[src/rtl/fpba_pkg.sv]
package fpba_pkg;

    // Fixed field widths of the ports.
    localparam int ENTRY_W     = 4;
    localparam int REQ_W       = 16;
    localparam int LEFT_W      = 16;
    localparam int POLICY_W    = 2;
    localparam int COUNT_REG_W = 5;
    localparam int CFG_IDX_W   = 1;
    localparam int CFG_DATA_W  = 5;

    localparam logic [POLICY_W-1:0] FIT_FIRST = 2'd0;
    localparam logic [POLICY_W-1:0] FIT_BEST  = 2'd1;
    localparam logic [POLICY_W-1:0] FIT_WORST = 2'd2;

    localparam logic [CFG_IDX_W-1:0] REG_FIT_POLICY    = 1'b0;
    localparam logic [CFG_IDX_W-1:0] REG_BLOCKS_IN_USE = 1'b1;

    localparam logic [COUNT_REG_W-1:0] BLOCKS_IN_USE_RST = 5'd16;

    localparam logic ACT_LOAD  = 1'b0;
    localparam logic ACT_ALLOC = 1'b1;

    typedef enum logic [1:0] {
        ST_IDLE,
        ST_SCAN,
        ST_FLUSH,
        ST_UPDATE
    } t_state;

    typedef struct packed {
        logic clear;
        logic sample;
    } t_sel_ctrl;

endpackage

[src/rtl/fpba_select.sv]
module fpba_select #(
    parameter int IDX_W     = 4,
    parameter int SIZE_BITS = 16
) (
    input  logic                         i_clk,
    input  logic                         i_rst_n,
    input  fpba_pkg::t_sel_ctrl          i_ctrl,
    input  logic [fpba_pkg::POLICY_W-1:0] i_policy,
    input  logic [fpba_pkg::REQ_W-1:0]   i_req,
    input  logic [SIZE_BITS-1:0]         i_rd_size,
    input  logic [IDX_W-1:0]             i_rd_idx,
    output logic                         o_found,
    output logic [IDX_W-1:0]             o_best_idx,
    output logic [SIZE_BITS-1:0]         o_best_size
);
    import fpba_pkg::*;

    localparam int CW = (SIZE_BITS > REQ_W) ? SIZE_BITS : REQ_W;

    logic                 r_found;
    logic                 n_found;
    logic [IDX_W-1:0]     r_best_idx;
    logic [SIZE_BITS-1:0] r_best_size;
    logic [CW-1:0]        rd_ext;
    logic [CW-1:0]        req_ext;
    logic                 fits;
    logic                 take;

    assign rd_ext  = CW'(i_rd_size);
    assign req_ext = CW'(i_req);
    assign fits    = (rd_ext >= req_ext);

    // First fit (and the unused code) keeps the first hit; the other two
    // replace only on a strictly better size, so ties stay at the lower index.
    always_comb begin
        take = 1'b0;
        if (fits) begin
            if (!r_found) begin
                take = 1'b1;
            end else begin
                case (i_policy)
                    FIT_BEST:  take = (i_rd_size < r_best_size);
                    FIT_WORST: take = (i_rd_size > r_best_size);
                    default:   take = 1'b0;
                endcase
            end
        end
    end

    always_comb begin
        n_found = r_found;
        if (i_ctrl.clear) begin
            n_found = 1'b0;
        end else if (i_ctrl.sample && take) begin
            n_found = 1'b1;
        end
    end

    always_ff @(posedge i_clk) begin
        if (!i_rst_n) begin
            r_found <= 1'b0;
        end else begin
            r_found <= n_found;
        end
    end

    always_ff @(posedge i_clk) begin
        if (!i_ctrl.clear && i_ctrl.sample && take) begin
            r_best_idx  <= i_rd_idx;
            r_best_size <= i_rd_size;
        end
    end

    assign o_found     = r_found;
    assign o_best_idx  = r_best_idx;
    assign o_best_size = r_best_size;

    a_best_fits: assert property (@(posedge i_clk) disable iff (!i_rst_n)
        (r_found && !$past(i_ctrl.clear) && $stable(i_req))
            |-> (CW'(r_best_size) >= CW'(i_req)))
        else $error("held best entry does not fit the request");

    a_clear_drops: assert property (@(posedge i_clk) disable iff (!i_rst_n)
        i_ctrl.clear |=> !r_found)
        else $error("found flag survived a clear");

    a_found_only_on_hit: assert property (@(posedge i_clk) disable iff (!i_rst_n)
        $rose(r_found) |-> $past(i_ctrl.sample && fits))
        else $error("found flag rose without a fitting sample");

endmodule

[src/rtl/fit_policy_block_allocator_top.sv]
// Load: no result; the next item may follow at once.
// Allocate: with N = min(blocks_in_use, NUM_BLOCKS), one table read per searched entry,
// then a drain state for the registered read and an update state: busy is high through
// all of them, the result strobe is registered after the update, and a new allocate is
// taken only once busy is low again. N = 0 skips the scan and drain and goes to the update.
// The receiver cannot stall; reset is synchronous, active low; the size table is not cleared.
module fit_policy_block_allocator_top #(
    parameter int NUM_BLOCKS = 16,
    parameter int SIZE_BITS  = 16
) (
    input  logic                            i_clk,
    input  logic                            i_rst_n,
    input  logic                            start,
    output logic                            busy,
    input  logic                            i_action,
    input  logic [fpba_pkg::ENTRY_W-1:0]    i_entry_index,
    input  logic [fpba_pkg::REQ_W-1:0]      i_size_value,
    input  logic                            i_cfg_we,
    input  logic [fpba_pkg::CFG_IDX_W-1:0]  i_cfg_idx,
    input  logic [fpba_pkg::CFG_DATA_W-1:0] i_cfg_data,
    output logic                            o_result_valid,
    output logic                            o_granted,
    output logic [fpba_pkg::ENTRY_W-1:0]    o_chosen_block,
    output logic [fpba_pkg::LEFT_W-1:0]     o_left_over
);
    import fpba_pkg::*;

    localparam int AW    = (NUM_BLOCKS > 1) ? $clog2(NUM_BLOCKS) : 1;
    localparam int CNT_W = $clog2(NUM_BLOCKS + 1);
    localparam int CW    = (SIZE_BITS > REQ_W) ? SIZE_BITS : REQ_W;

    t_state                 r_state;
    t_state                 n_state;
    logic [POLICY_W-1:0]    r_fit_policy;
    logic [COUNT_REG_W-1:0] r_blocks_in_use;
    logic [CNT_W-1:0]       r_limit;
    logic [CNT_W-1:0]       limit_now;
    logic [AW-1:0]          r_addr;
    logic [REQ_W-1:0]       r_req;
    logic                   r_rd_vld;
    logic                   n_rd_vld;
    logic [AW-1:0]          r_rd_idx;
    logic [SIZE_BITS-1:0]   r_rd_data;
    logic [SIZE_BITS-1:0]   mem [NUM_BLOCKS];

    logic                   accept;
    logic                   alloc_go;
    logic                   load_go;
    logic                   last_addr;
    t_sel_ctrl              sel_ctrl;
    logic                   found;
    logic [AW-1:0]          best_idx;
    logic [SIZE_BITS-1:0]   best_size;
    logic [CW-1:0]          diff;

    logic                   mem_we;
    logic [AW-1:0]          mem_waddr;
    logic [SIZE_BITS-1:0]   mem_wdata;

    logic                   r_out_vld;
    logic                   r_out_granted;
    logic [ENTRY_W-1:0]     r_out_block;
    logic [LEFT_W-1:0]      r_out_left;

    assign accept    = start && !busy;
    assign alloc_go  = accept && (i_action == ACT_ALLOC);
    assign load_go   = accept && (i_action == ACT_LOAD)
                       && (32'(i_entry_index) < 32'(NUM_BLOCKS));
    assign last_addr = (32'(r_addr) == (32'(r_limit) - 32'd1));
    assign diff      = CW'(best_size) - CW'(r_req);

    always_comb begin
        if (32'(r_blocks_in_use) > 32'(NUM_BLOCKS)) begin
            limit_now = CNT_W'(NUM_BLOCKS);
        end else begin
            limit_now = CNT_W'(r_blocks_in_use);
        end
    end

    // Next state.
    always_comb begin
        n_state = r_state;
        case (r_state)
            ST_IDLE: begin
                if (alloc_go) begin
                    n_state = (limit_now == '0) ? ST_UPDATE : ST_SCAN;
                end
            end
            ST_SCAN: begin
                if (last_addr) begin
                    n_state = ST_FLUSH;
                end
            end
            ST_FLUSH:  n_state = ST_UPDATE;
            ST_UPDATE: n_state = ST_IDLE;
            default:   n_state = ST_IDLE;
        endcase
    end

    // Outputs of the sequencer.
    always_comb begin
        busy           = 1'b1;
        n_rd_vld       = 1'b0;
        sel_ctrl.clear = 1'b0;
        sel_ctrl.sample = r_rd_vld;
        mem_we         = 1'b0;
        mem_waddr      = AW'(i_entry_index);
        mem_wdata      = SIZE_BITS'(i_size_value);
        case (r_state)
            ST_IDLE: begin
                busy           = 1'b0;
                sel_ctrl.clear = alloc_go;
                mem_we         = load_go;
            end
            ST_SCAN: begin
                n_rd_vld = 1'b1;
            end
            ST_FLUSH: begin
                n_rd_vld = 1'b0;
            end
            ST_UPDATE: begin
                mem_we    = found;
                mem_waddr = best_idx;
                mem_wdata = SIZE_BITS'(diff);
            end
            default: begin
                busy = 1'b1;
            end
        endcase
    end

    always_ff @(posedge i_clk) begin
        if (!i_rst_n) begin
            r_state         <= ST_IDLE;
            r_fit_policy    <= FIT_FIRST;
            r_blocks_in_use <= BLOCKS_IN_USE_RST;
            r_rd_vld        <= 1'b0;
            r_out_vld       <= 1'b0;
        end else begin
            r_state   <= n_state;
            r_rd_vld  <= n_rd_vld;
            r_out_vld <= (r_state == ST_UPDATE);
            if (i_cfg_we) begin
                case (i_cfg_idx)
                    REG_FIT_POLICY:    r_fit_policy    <= i_cfg_data[POLICY_W-1:0];
                    REG_BLOCKS_IN_USE: r_blocks_in_use <= i_cfg_data[COUNT_REG_W-1:0];
                    default:           r_fit_policy    <= r_fit_policy;
                endcase
            end
        end
    end

    always_ff @(posedge i_clk) begin
        if (alloc_go) begin
            r_req   <= i_size_value;
            r_limit <= limit_now;
            r_addr  <= '0;
        end else if (r_state == ST_SCAN && !last_addr) begin
            r_addr <= r_addr + AW'(1);
        end
        r_rd_idx <= r_addr;
        if (r_state == ST_UPDATE) begin
            r_out_granted <= found;
            r_out_block   <= found ? ENTRY_W'(best_idx) : '0;
            r_out_left    <= found ? LEFT_W'(diff) : '0;
        end
    end

    // Size table: one write port, one registered read port.
    always_ff @(posedge i_clk) begin
        if (mem_we) begin
            mem[mem_waddr] <= mem_wdata;
        end
        r_rd_data <= mem[r_addr];
    end

    fpba_select #(
        .IDX_W     (AW),
        .SIZE_BITS (SIZE_BITS)
    ) u_select (
        .i_clk       (i_clk),
        .i_rst_n     (i_rst_n),
        .i_ctrl      (sel_ctrl),
        .i_policy    (r_fit_policy),
        .i_req       (r_req),
        .i_rd_size   (r_rd_data),
        .i_rd_idx    (r_rd_idx),
        .o_found     (found),
        .o_best_idx  (best_idx),
        .o_best_size (best_size)
    );

    assign o_result_valid = r_out_vld;
    assign o_granted      = r_out_granted;
    assign o_chosen_block = r_out_block;
    assign o_left_over    = r_out_left;

    a_result_after_update: assert property (@(posedge i_clk) disable iff (!i_rst_n)
        o_result_valid |-> $past(r_state == ST_UPDATE))
        else $error("result strobe without an update cycle");

    a_no_grant_zero: assert property (@(posedge i_clk) disable iff (!i_rst_n)
        (o_result_valid && !o_granted) |-> (o_chosen_block == '0 && o_left_over == '0))
        else $error("refused request carries a nonzero block or size");

    a_alloc_goes_busy: assert property (@(posedge i_clk) disable iff (!i_rst_n)
        alloc_go |=> busy)
        else $error("allocate transfer did not raise busy");

    a_scan_in_range: assert property (@(posedge i_clk) disable iff (!i_rst_n)
        (r_state == ST_SCAN) |-> (32'(r_addr) < 32'(r_limit)))
        else $error("scan address past the search limit");

endmodule
[config.mk]
export PLATFORM = sky130hd
export DESIGN_NAME = fit_policy_block_allocator_top
export DESIGN_NICKNAME = d
export VERILOG_FILES = /design/src/rtl/fpba_pkg.sv /design/src/rtl/fpba_select.sv /design/src/rtl/fit_policy_block_allocator_top.sv
export SDC_FILE = /design/constraint.sdc
export NUM_CORES = 1
export LEC_CHECK = 0
export BUFFER_PORTS_ARGS = -buffer_cell sky130_fd_sc_hd__buf_2
export CAP_MARGIN = 20
export CORE_UTILIZATION = 62
export DETAILED_ROUTE_END_ITERATION = 10
export PLACE_DENSITY_LB_ADDON = 0.15
export SKIP_LAST_GASP = 1
export SYNTH_ARGS = -nofsm -noshare
export SYNTH_HDL_FRONTEND = slang
export SYNTH_HIERARCHICAL = 1
export SYNTH_SLANG_ARGS = --single-unit
export TNS_END_PERCENT = 5
[constraint.sdc]
create_clock -name i_clk -period 3.2 [get_ports i_clk]
set_clock_uncertainty 0.05 [all_clocks]
set_input_delay 0.32 -clock i_clk [delete_from_list [all_inputs] [get_ports i_clk]]
set_output_delay 0.32 -clock i_clk [all_outputs]
set_load 0.02 [all_outputs]
==> results.md, run 1 <==
- The run finished with clean final reports.
- The footprint of the multi-input gates is 0.004491 mm^2.
- The total number of placement rows is 56.
- The number of input and output port buffers inserted is 53.
- The synthesized design devotes to its leading area cell type 63.03% of total area.
- The number of CTS-inserted buffers is 36.
- The instance area at placement is 0.01597 mm^2.
- Across the whole layout, storage elements account for around 0.01 mm^2.
- The first global-routing pass estimated 50,740 um of wire.
- The synthesized area divided by synthesized cell count is 15.12 um^2.
- The count of warnings emitted by yosys is 6.
- The tool flagged a number of max-cap violations equal to 0.
- The final critical path takes up approximately 92% of the cycle.
- The gate count of the mapped netlist is 1,002.
- The endpoint of the worst register-to-register path is mem[2][12]$_DFFE_PP_.
- The estimated wirelength of the detail-placed design is 20,480 um.
- The leakage dissipation is 6.312 nW.
- The power per standard cell area is 773.6 mW/mm^2.
- The share of the Yosys chip area taken by registers is 67.79%.
- The post-synthesis cell type count is 60.
- Synthesis inferred 354 register bits.
- From bottom edge to top edge, the die measures around 160 um.
- The critical path endpoint category is a flip-flop.
- The pin count of the biggest net entering global routing is 45.
- The final hold slack is 0.02713 ns.
- The maximum count of clock buffers along a single path is 3.
- The first detailed-routing pass ran for 5 iterations.
- Counting every sink on the clock net gives 354.
- The starting density of the core is 63.97%.
- The post-route netlist has 18.47% of its cells at a drive strength greater than 1.
- The count of flip-flops with a built-in enable after synthesis is 318.
- The critical path start-end classification is flip-flop to flip-flop.
- The residual overflow from global routing is 0.
- The clock transition time at the flip-flop clock pins of the worst setup and hold paths is approximately 0.060 ns.
- The root buffer cell chosen for the clock tree is sky130_fd_sc_hd__clkbuf_16.
- The number of top-level design ports is 54.
- The number of filler instances in the final layout is 1,482.
- The global-route total usage across every layer is between 20% and 30%.
- The floorplan step defined a core boundary enclosing 0.02368 mm^2.
- The actual slew at the worst max-slew pin is 0.7023 ns.
- The share of synthesized registers carrying an async set or reset is 0%.
- The shortest clock period the worst path allows after layout is 2.946 ns.
- TritonCTS built the clock tree.
- The worst setup path is launched from a flip-flop.
- Measured along the x axis, the die boundary spans 158.3 um.
- The worst register-to-register path begins at r_req[0]$_DFFE_PP_.
- Setup repair after global routing left no endpoint under its margin.
- The count of endpoints failing hold in the final timing report is 0.
- The number of antenna violations at the first check in global routing is 0.
- In the synthesized netlist, the cells that appear most often are sky130_fd_sc_hd__edfxtp_1, sky130_fd_sc_hd__inv_1, sky130_fd_sc_hd__nand2_1.
- The worst hold path terminates at r_blocks_in_use[0]$_SDFFE_PN0P_.
- The clock reaches the later pin of the worst-skew pair after roughly 0.53 ns.
- The maximum clock frequency is roughly 0.34 GHz.
- Dividing the detail-routed via count by the number of cells gives 6.080.
- The number of cells traversed by the worst hold path is 3.
- The type of the most critical hold path is primary input to flip-flop.
- The placed cell count is between 1,000 and 1,500.
- Dividing the detail-routed wire length by the instance count gives 23.04 um.
- By area the synthesized netlist is led by sky130_fd_sc_hd__edfxtp_1, sky130_fd_sc_hd__dfxtp_1, sky130_fd_sc_hd__mux4_2.
- The largest total area in the synthesized netlist belongs to sky130_fd_sc_hd__edfxtp_1.
- The count of nets left with antenna violations once routing finished came out at 0.
- The antenna diode instance count is 0.
- The total count of max-transition violations in the final report is 0.
- The maximum VDD drop is between 600 and 700 uV.
- The worst endpoint required time is 3.51 ns.
- For this block, the initial DRC count from the detailed router was 933.
- The startpoint of the worst hold path is i_cfg_data[0].
- For this run, design rule violations remaining after detail routing come to 0.
- The routability congestion estimate from global placement is 0.8608.
- The count of cells in the finished layout, fillers not included, comes to roughly 1,500.
- The final standard cell area without fillers is 0.01743 mm^2.
- Data arrives at the worst endpoint at approximately 3.3 ns.
- The number of gates resized after CTS was 0.
- Wires add up to 33,540 um.
- The final count of negative-setup-slack endpoints is 0.
- The worst relative slew slack is approximately 53%.
- The die area is 0.02506 mm^2.
- Summing every instance area after synthesis gives 0.01515 mm^2.
- Buffers added to address setup during post-CTS repair amount to 0.
- The count of nets after finishing is 1,199.
- Synthesis produced a netlist with a net count of ~1,100.
- The number of cell instances on the worst register-to-register path is 9.
- The aggregate negative setup slack is 0 ns.
- Among all cell types in the netlist, the one instantiated most often is sky130_fd_sc_hd__edfxtp_1.
- The area growth from synthesis to final layout is 15.06%.
- Detailed routing inserted a total of ~9,000 vias.
- The number of global-route vias before repair came to 8,724.
- In this run the register-to-register setup slack is 0.25 ns.
- The predominant post-synthesis flop cell is sky130_fd_sc_hd__edfxtp_1.
- The largest fanout on the critical path is 16.
- CTS built an H-tree with a depth of 2.
layout by cell type (no fill, tap or decap), drive strengths merged, types with 20 or more instances in the layout:
cell type    instances
edfxtp             318
buf                 89
inv                 66
nand2               57
ha                  56
a21oi               55
mux2i               53
o21ai               52
clkbuf              46
nor2                42
dfxtp               36
mux4                32
mux2                27
and2                21
dlygate4sd3         20
logic make-up (layout without fill, tap and decap cells):
kind of cell | after synthesis | in the layout | share of synthesized area (%)
buffers and inverters | 101 | 236 | 2.800
adders and majority gates | 57 | 57 | 4.757
and+or+nand+nor | 184 | 184 | 5.806
muxes | 112 | 112 | 10.27
AOI/OAI and AO/OA | 174 | 174 | 7.334
DFF | 354 | 354 | 67.79
xor gates and xnor gates | 20 | 20 | 1.247
how the worst max path moves through the flow:
stage | cells after the start | start | end | slack, ns
floorplan | 8 | r_req[0]$_DFFE_PP_ | mem[0][12]$_DFFE_PP_ | 0.27
global placement | 9 | r_req[0]$_DFFE_PP_ | mem[4][12]$_DFFE_PP_ | 0.40
detailed placement | 8 | r_req[0]$_DFFE_PP_ | mem[1][14]$_DFFE_PP_ | 0.40
CTS | 9 | r_req[0]$_DFFE_PP_ | mem[2][12]$_DFFE_PP_ | 0.31
global route | 9 | r_req[0]$_DFFE_PP_ | mem[9][12]$_DFFE_PP_ | 0.15
finish | 9 | r_req[0]$_DFFE_PP_ | mem[2][12]$_DFFE_PP_ | 0.25
state kept, by name (all words and copies together) (netlist names), 2 cells and up:
name	count
r_fit_policy	2
r_req	16
o_left_over	16
r_limit	5
r_rd_data	16
mem	256
u_select/o_best_size	16
o_chosen_block	4
r_state	2
u_select/o_best_idx	4
r_addr	4
r_blocks_in_use	5
r_rd_idx	4
where the power goes:
| group | internal [W] | leakage, nW | total, W | switching, W |
|---|---|---|---|---|
| Combinational | 0.00135 | 2.52 | 0.00326 | 0.00191 |
| Clock | 0.00266 | 0.616 | 0.00438 | 0.00172 |
| Sequential | 0.00554 | 3.17 | 0.00584 | 0.000306 |
| Total | 0.00955 | 6.31 | 0.0135 | 0.00393 |
critical path, stage by stage, from the launching register on:
cell and delay (ns):
sky130_fd_sc_hd__edfxtp_1 0.42, sky130_fd_sc_hd__ha_1 0.27, sky130_fd_sc_hd__fa_1 0.42, sky130_fd_sc_hd__nor2b_1 0.18
sky130_fd_sc_hd__o2111ai_1 0.16, sky130_fd_sc_hd__a21oi_1 0.38, sky130_fd_sc_hd__o21ai_1 0.17, sky130_fd_sc_hd__and3_1 0.21
sky130_fd_sc_hd__o31ai_1 0.26, sky130_fd_sc_hd__buf_4 0.26
timing repair:
item	in CTS	in global routing
hold endpoints to repair	19	0
hold buffers	20	0
setup endpoints to repair	0	0
through the flow:
stage	setup slack, ns	util, %	total power [W]
floorplan	0.2675	-	0.008104
global placement	0.4016	67.45	0.009033
detailed placement	0.3973	67.45	0.009115
CTS	0.3126	73.61	0.01351
global route	0.1528	73.61	0.01405
finish	0.2537	73.61	0.01348
cell type report:
cell class	instances	share of cell area (%)
Sequential cell	354	58.94
Multi-Input combinational cell	547	25.76
Clock buffer	46	5.800
Timing Repair Buffer	109	4.436
Tap cell	319	2.290
Clock inverter	18	1.414
Inverter	63	1.357
routing by layer:
| layer | GRT usage [%] | vias to the layer above | part of all wire (%) |
|---|---|---|---|
| met5 | 0 | - | 0 |
| met4 | 9.158 | 0 | 2.6 |
| met3 | 3.838 | 65 | 7.2 |
| met2 | 46.70 | 343 | 49 |
| met1 | 39.02 | 4403 | 42 |
| li1 | - | 4041 | - |
(Power assumes the default switching activity.)
==> run 2, diff against run 1 <==
--- a/config.mk
+++ b/config.mk
@@ -7,7 +7,10 @@
 export LEC_CHECK = 0
 export BUFFER_PORTS_ARGS = -buffer_cell sky130_fd_sc_hd__buf_2
 export CAP_MARGIN = 20
-export CORE_UTILIZATION = 62
+export CORE_ASPECT_RATIO = 2
+export CORE_UTILIZATION = 64
+export CTS_BUF_LIST = sky130_fd_sc_hd__clkbuf_8
+export CTS_CLUSTER_DIAMETER = 200
 export DETAILED_ROUTE_END_ITERATION = 10
 export PLACE_DENSITY_LB_ADDON = 0.15
 export SKIP_LAST_GASP = 1
==> run 2 against run 1 <==
- setup slack gained 0.019 ns
- cell area shrank 2.5%
- global-route usage increased by 0.53 points
- critical endpoint is now u_select/o_best_size[5]$_DFFE_PP_
- highest routed layer unchanged
==> results.md, run 2 (synthesis results as in run 1) <==
- Once detail routing completed, the nets flagged for antenna violations numbered 0.
- Leaving out fill and tap cells, the most frequent cells in the layout are sky130_fd_sc_hd__edfxtp_1, sky130_fd_sc_hd__inv_1, sky130_fd_sc_hd__nand2_1.
- Entering global routing, the biggest net connects 41 pins.
- For hold timing, the worst endpoint is r_blocks_in_use[3]$_SDFFE_PN0P_.
- The clock sink total is 354.
- The number of buffers and inverters on the critical path is 2.
- Broken down by cell family, the worst path's largest delay share belongs to simple AND/OR/NAND/NOR gates.
- STA classifies the critical path startpoint as a flip-flop.
- The run finished with clean final reports.
- Across all hold checks on the routed design, the worst slack comes to 0.03212 ns.
- The leakage dissipation is between 6 and 7 nW.
- After detailed routing, the number of remaining DRC violations is 0.
- Of the total power, the share spent switching nets is 31.36%.
- The worst relative slew slack is 48.44%.
- The die covers 0.02433 mm^2.
- The share of total power in sequential cells is 48.0%.
- The number of top-level design ports is 54.
- Of all nets on the critical path, the largest fanout is 20.
- In the final layout, the share of cells above drive strength 1 is about 18%.
- The switching power of the nets is 0.003814 W.
- The routability congestion estimate from global placement is 0.8630.
- The largest individual stage delay along the critical path comes from the cell sky130_fd_sc_hd__nor4_2.
- The first TritonRoute pass finished after 6 iterations.
- The CTS tree is done.
- The clock transition time at the flip-flop clock pins of the worst setup and hold paths is 0.07 ns.
- The insertion delay of the later-clocked pin in the worst-skew pair is between 0.5 and 0.6 ns.
- The starting density of the core is 65.22%.
- The number of flip-flops under the largest register name is around 260.
- The endpoint of the worst register-to-register path is u_select/o_best_size[5]$_DFFE_PP_.
- In the final layout, the multi-input gates occupy 0.004474 mm^2.
- From synthesis to final layout, the design area changed by 12.18%.
- The number of input and output port buffers inserted is 53.
- After floorplanning, the core was sized to cover 0.02323 mm^2.
- The routed via count is just under 9,000.
- The longest clock path from root to sink contains 3 buffers.
- The critical path start-end classification is flip-flop to flip-flop.
- The first routing iteration left 719 violations.
- After detailed routing, the number of vias per cell comes to 6.193.
- The die is 110.8 um wide.
- The critical path's largest stage delay is 0.57 ns.
- The net count of the finished layout is 1,213.
- The worst hold path belongs to the class primary input to flip-flop.
- Clock tree synthesis selected as its root buffer the cell sky130_fd_sc_hd__clkbuf_8.
- The internal power of the cells totals about 0.0083 W.
- The register with the most flip-flops is mem.
- Max-cap violations in this run came to 0.
- The worst-case IR drop observed on VDD is 513.5 uV.
- The H-tree generated during clock tree synthesis spans 2 levels.
- In the final layout, flip-flops and latches occupy around 0.01 mm^2.
- The post-layout worst setup margin is 0.2729 ns.
- The startpoint identified for the worst register-to-register timing path is u_select/o_best_size[15]$_DFFE_PP_.
- The share of the clock period used by the worst path is between 90% and 100%.
- The library cell used most frequently in the layout, excluding fill and tap cells, is sky130_fd_sc_hd__edfxtp_1.
- STA classifies the critical path endpoint as a flip-flop.
- For flop-to-flop paths, the worst setup slack is 0.27 ns.
- Before CTS, the worst setup slack after placement is 0.03665 ns.
- Setup repair after global routing left no endpoint under its margin.
- Global routing finished with a remaining overflow of 0.
- The share of the core filled with cells is 73.16%.
- Wires add up to 33,730 um.
- The maximum clock frequency is about 0.34 GHz.
- The count of endpoints failing hold in the final timing report is 0.
- The worst endpoint required time is 3.38 ns.
- At the pin with the least slew margin, the transition time is 0.7734 ns.
- In the final routed layout, each cell accounts on average for 23.39 um.
- The number of global-route vias before repair is around 9,000.
- The filler cells instantiated in the layout total 1,509.
- Counting cells, the worst reg-to-reg path comes to 8.
- The clock period could shrink to just under 3 ns.
- In this run, CTS created clock tree buffers numbering 45.
- The clock group share of total power is 25.2%.
- Summed over all failing endpoints, the final setup total negative slack is 0 ns.
- The total count of max-transition violations in the final report is 0.
- The global-route wire length before repair is about 51,000 um.
- Traced cell by cell, the critical path runs through inv_1 -> ha_1 -> nand4_1 -> nor4_2 -> a211oi_2 -> mux2i_1 -> a211oi_4 -> buf_4.
- Setup violations remaining at the end of the flow were counted as 0.
- The data arrival time of the worst path is 3.11 ns.
- The power per standard cell area is slightly above 700 mW/mm^2.
- The number of antenna violations at the first check in global routing came to 0.
- The die height is between 200 and 250 um.
- The antenna diode instance count is 0.
- Combinational logic is responsible for 26.8% of the overall power.
- In this run the most critical hold path is launched from i_cfg_idx.
- The total number of placement rows is 79.
- The global-route total usage across every layer is 28.74%.
- The number of cells traversed by the worst hold path is 3.
- The estimated wirelength of the detail-placed design is about 22,000 um.
[run 2: routing by layer]
layer / wire (um) / track usage (%) / vias to the layer above
met2: 18720 / 53.60 / 336
met3: 1656 / 3.630 / 92
met4: 1528 / 15.69 / 0
met5: 0 / 0 / -
li1: - / - / 4062
met1: 11820 / 31.56 / 4440
[run 2: repair_timing]
item | 4_1_cts | 5_1_grt
cloned | 0 | 0
hold buffers | 22 | 0
gates resized for setup | 1 | 0
endpoints found under the hold margin | 26 | 0
pin swaps | 0 | 1
endpoints found under the setup margin | 2 | 16
setup buffers | 0 | 1
[run 2: power groups by stage]
stage          clock network, W  registers (W)  logic [W]
2_1_floorplan                 0        0.00578    0.00232
3_3_place_gp                  0        0.00593    0.00315
3_5_place_dp                  0        0.00594    0.00322
4_1_cts                 0.00312        0.00584    0.00325
5_1_grt                 0.00330        0.00587    0.00356
6_report                0.00307        0.00583    0.00326
[run 2: worst reg2reg max path: stages, from the launching register on]
cell and delay, ns:
sky130_fd_sc_hd__edfxtp_1 0.42, sky130_fd_sc_hd__inv_1 0.06, sky130_fd_sc_hd__ha_1 0.29, sky130_fd_sc_hd__nand4_1 0.26, sky130_fd_sc_hd__nor4_2 0.57, sky130_fd_sc_hd__a211oi_2 0.15
sky130_fd_sc_hd__mux2i_1 0.18, sky130_fd_sc_hd__a211oi_4 0.24, sky130_fd_sc_hd__buf_4 0.34
[run 2: worst max-delay path by stage]
| stage | startpoint | end | slack (ns) | depth (start not counted) |
|---|---|---|---|---|
| final | u_select/o_best_size[15]$_DFFE_PP_ | u_select/o_best_size[5]$_DFFE_PP_ | 0.27 | 8 |
| after global routing | r_req[0]$_DFFE_PP_ | mem[15][12]$_DFFE_PP_ | 0.15 | 9 |
| after floorplan | r_req[0]$_DFFE_PP_ | mem[0][12]$_DFFE_PP_ | 0.27 | 8 |
| after global placement | u_select/o_best_size[15]$_DFFE_PP_ | u_select/o_best_size[3]$_DFFE_PP_ | 0.05 | 8 |
| after detailed placement | u_select/o_best_size[15]$_DFFE_PP_ | u_select/o_best_size[2]$_DFFE_PP_ | 0.04 | 8 |
| after CTS | r_req[1]$_DFFE_PP_ | mem[5][13]$_DFFE_PP_ | 0.12 | 8 |
[run 2: layout make-up]
cell class | count | area share [%]
clock buffer | 47 | 3.806
clock inverter | 34 | 1.060
inverter | 63 | 1.391
multi-input combinational | 547 | 26.33
sequential | 354 | 60.46
tap | 283 | 2.083
timing repair buffer | 114 | 4.874
[run 2: per-stage QoR]
step | std cells | instance area, um^2 | total power [W]
2_1_floorplan | 1002 | 15150 | 0.008104
3_3_place_gp | 1338 | 15920 | 0.009079
3_5_place_dp | 1338 | 15920 | 0.009156
4_1_cts | 1441 | 16980 | 0.01221
5_1_grt | 1442 | 17000 | 0.01272
6_report | 1442 | 17000 | 0.01216
==> run 3, diff against run 2 <==
--- a/config.mk
+++ b/config.mk
@@ -5,7 +5,7 @@
 export SDC_FILE = /design/constraint.sdc
 export NUM_CORES = 1
 export LEC_CHECK = 0
-export BUFFER_PORTS_ARGS = -buffer_cell sky130_fd_sc_hd__buf_2
+export BUFFER_PORTS_ARGS = -buffer_cell sky130_fd_sc_hd__buf_4
 export CAP_MARGIN = 20
 export CORE_ASPECT_RATIO = 2
 export CORE_UTILIZATION = 64
@@ -14,6 +14,7 @@
 export DETAILED_ROUTE_END_ITERATION = 10
 export PLACE_DENSITY_LB_ADDON = 0.15
 export SKIP_LAST_GASP = 1
+export SLEW_MARGIN = 20
 export SYNTH_ARGS = -nofsm -noshare
 export SYNTH_HDL_FRONTEND = slang
 export SYNTH_HIERARCHICAL = 1
==> run 3 against run 2 <==
- power rose by 0.45%
- die area unchanged
- clock power up 2%
- setup slack got worse by 0.018 ns
- highest routed layer unchanged
==> results.md, run 3 (synthesis results as in run 1) <==
- At the end of routability-driven placement, the weighted congestion stood at 0.8777.
- Setup repair after global routing left no endpoint under its margin.
- Clock-pin slew was measured on the worst setup and hold paths at 0.07 ns.
- The number of DRC violations after detailed routing is 0.
- Once detail routing completed, the nets flagged for antenna violations numbered 0.
- Compared with the post-synthesis result, the final layout area differs by 12.92%.
- The insertion delay of the later-clocked pin in the worst-skew pair is 0.57 ns.
- The number of input and output port buffers inserted is 53.
- The starting DRC count in detailed routing is about 630.
- Power comes to 0.01222 W.
- The global-route wire length before repair is 50,460 um.
- The instance area at placement is between 0.015 and 0.02 mm^2.
- The final count of negative-setup-slack endpoints is 0.
- The number of buffers and inverters on the critical path is 0.
- In this run the clock root is driven by a sky130_fd_sc_hd__clkbuf_8.
- The library cell used most frequently in the layout, excluding fill and tap cells, is sky130_fd_sc_hd__edfxtp_1.
- The register with the most flip-flops is mem.
- Subtracting the final worst setup slack from the clock period gives 2.945 ns.
- The actual slew at the worst max-slew pin is 0.7442 ns.
- The critical path endpoint category is a flip-flop.
- The global-route total usage across every layer is between 20% and 30%.
- For this configuration, the core starts out at a cell density of 65.22%.
- The critical path's largest stage delay is 0.41 ns.
- The estimated wirelength of the detail-placed design is 21,740 um.
- After detailed routing, the average wire length per cell comes to 23.29 um.
- The data arrival time of the worst path is 3.16 ns.
- By startpoint and endpoint, the worst setup path is classified as flip-flop to flip-flop.
- For this design the static power due to leakage is 6.242 nW.
- The dominant delay contributor by cell family on the critical path is compound AO/OA/AOI/OAI gates.
- The startpoint of the worst hold path is i_cfg_idx.
- The clock tree synthesis step divided the H-tree into 2 levels.
- The critical path starts at r_req[0]$_DFFE_PP_.
- The number of antenna violations at the first check in global routing is 0.
- The worst path uses 92.04% of the clock period.
- The nature of the critical path startpoint is a flip-flop.
- The pre-CTS setup slack is 0.09414 ns.
- Along the worst path, the maximum fanout reaches 16.
- For this run, the top clock speed supported by timing is 0.3395 GHz.
- The worst endpoint required time is around 3.4 ns.
- The maximum VDD drop is 554.2 uV.
- The post-route netlist has approximately 17% of its cells at a drive strength greater than 1.
- The CTS tree is done.
- The total count of max-transition violations in the final report is 0.
- The number of top-level design ports is 54.
- The detailed-route wire length is 33,530 um.
- The die covers 0.02433 mm^2.
- The floorplan step set the die height to 219.6 um.
- In the post-route analysis, the smallest setup slack over all paths is 0.2547 ns.
- The clock sink total is 354.
- The count of nets after finishing is 1,210.
- The total number of placement rows is 79.
- The number of global-route vias before repair is 9,041.
- The area of the core region is 0.02323 mm^2.
- The vias per cell is 6.111.
- Leaving out fill and tap cells, the most frequent cells in the layout are sky130_fd_sc_hd__edfxtp_1, sky130_fd_sc_hd__buf_4, sky130_fd_sc_hd__inv_1.
- The clock passes through at most 3 buffers.
- The type of the most critical hold path is primary input to flip-flop.
- The register with the most flip-flops in the layout has 256 of them.
- The startpoint of the worst register-to-register path is r_req[0]$_DFFE_PP_.
- The routed via count is 8,800.
- Entering global routing, the biggest net connects 36 pins.
- The first-pass detailed-route iteration total is 5.
- The run finished with clean final reports.
- The count of endpoints failing hold in the final timing report came to 0.
- Once layout is complete, the utilization of the core stands at 73.64%.
- The worst-path cell with the longest stage delay is sky130_fd_sc_hd__fa_1.
- The signal on the critical path passes through ha_1 -> fa_1 -> nor2b_1 -> o2111ai_1 -> a21oi_1 -> o32ai_1 -> xnor2_1 -> mux2_2.
- The aggregate negative setup slack is 0 ns.
- TritonCTS created 46 clock buffers.
- In this run the tightest slew margin relative to its limit is 50.27%.
- For this design the ratio of total power to cell area is 714.3 mW/mm^2.
- In this run the horizontal extent of the chip is 110.8 um.
- The max-cap check violation count is 0.
- After global routing the overflow that remains totals 0.
- The antenna diode instance count is 0.
- With fillers left out, the area of the finished cells amounts to 0.01711 mm^2.
[run 3: power by group]
group | switching [W] | total [W] | leakage, nW | internal [W]
registers | 0.000346 | 0.00588 | 3.17 | 0.00554
logic | 0.00185 | 0.00322 | 2.57 | 0.00137
clock network | 0.00156 | 0.00312 | 0.494 | 0.00156
total | 0.00376 | 0.0122 | 6.24 | 0.00846
[run 3: tightest hold or removal path, stage by stage]
cell                      delay, ns
sky130_fd_sc_hd__buf_4         0.14
sky130_fd_sc_hd__nand3_1       0.08
sky130_fd_sc_hd__a21oi_1       0.06
[run 3: layout make-up]
cell class	instances	area (um^2)
Multi-Input combinational cell	547	4461
Timing Repair Buffer	110	918.4
Sequential cell	354	10270
Fill cell	1492	6122
Clock inverter	35	201.4
Inverter	63	236.5
Clock buffer	48	660.6
Tap cell	283	354.1
[run 3: what timing repair did]
action	4_1_cts	5_1_grt
resized for setup	0	0
hold buffers	22	0
setup endpoints to repair	0	16
hold endpoints to repair	26	0
buffers inserted	0	1
[run 3: through the flow]
stage | hold slack (ns) | std cells
after global placement | 0.3370 | 1334
after detailed placement | 0.3410 | 1334
after floorplan | 0.2758 | 1002
after CTS | 0.002584 | 1439
final | 0.02880 | 1440
after global routing | 0.01691 | 1440
[run 3: final timing paths]
kind,end,slack [ns],cells past startpoint
worst max-delay path,mem[0][14]$_DFFE_PP_,0.25,8
worst min-delay path,r_blocks_in_use[0]$_SDFFE_PN0P_,0.03,3
worst max register to register,mem[0][14]$_DFFE_PP_,0.25,8
worst min register to register,u_select/o_best_idx[1]$_DFFE_PP_,0.35,0
[run 3: layer usage]
metal	up-vias	part of all wire, %	track usage, %	wire, um
li1	4058	-	-	-
met1	4383	36	31.82	12030
met2	268	54	52.59	18200
met4	0	5.3	15.42	1764
met5	-	0	0	0
met3	91	4.6	3.355	1540
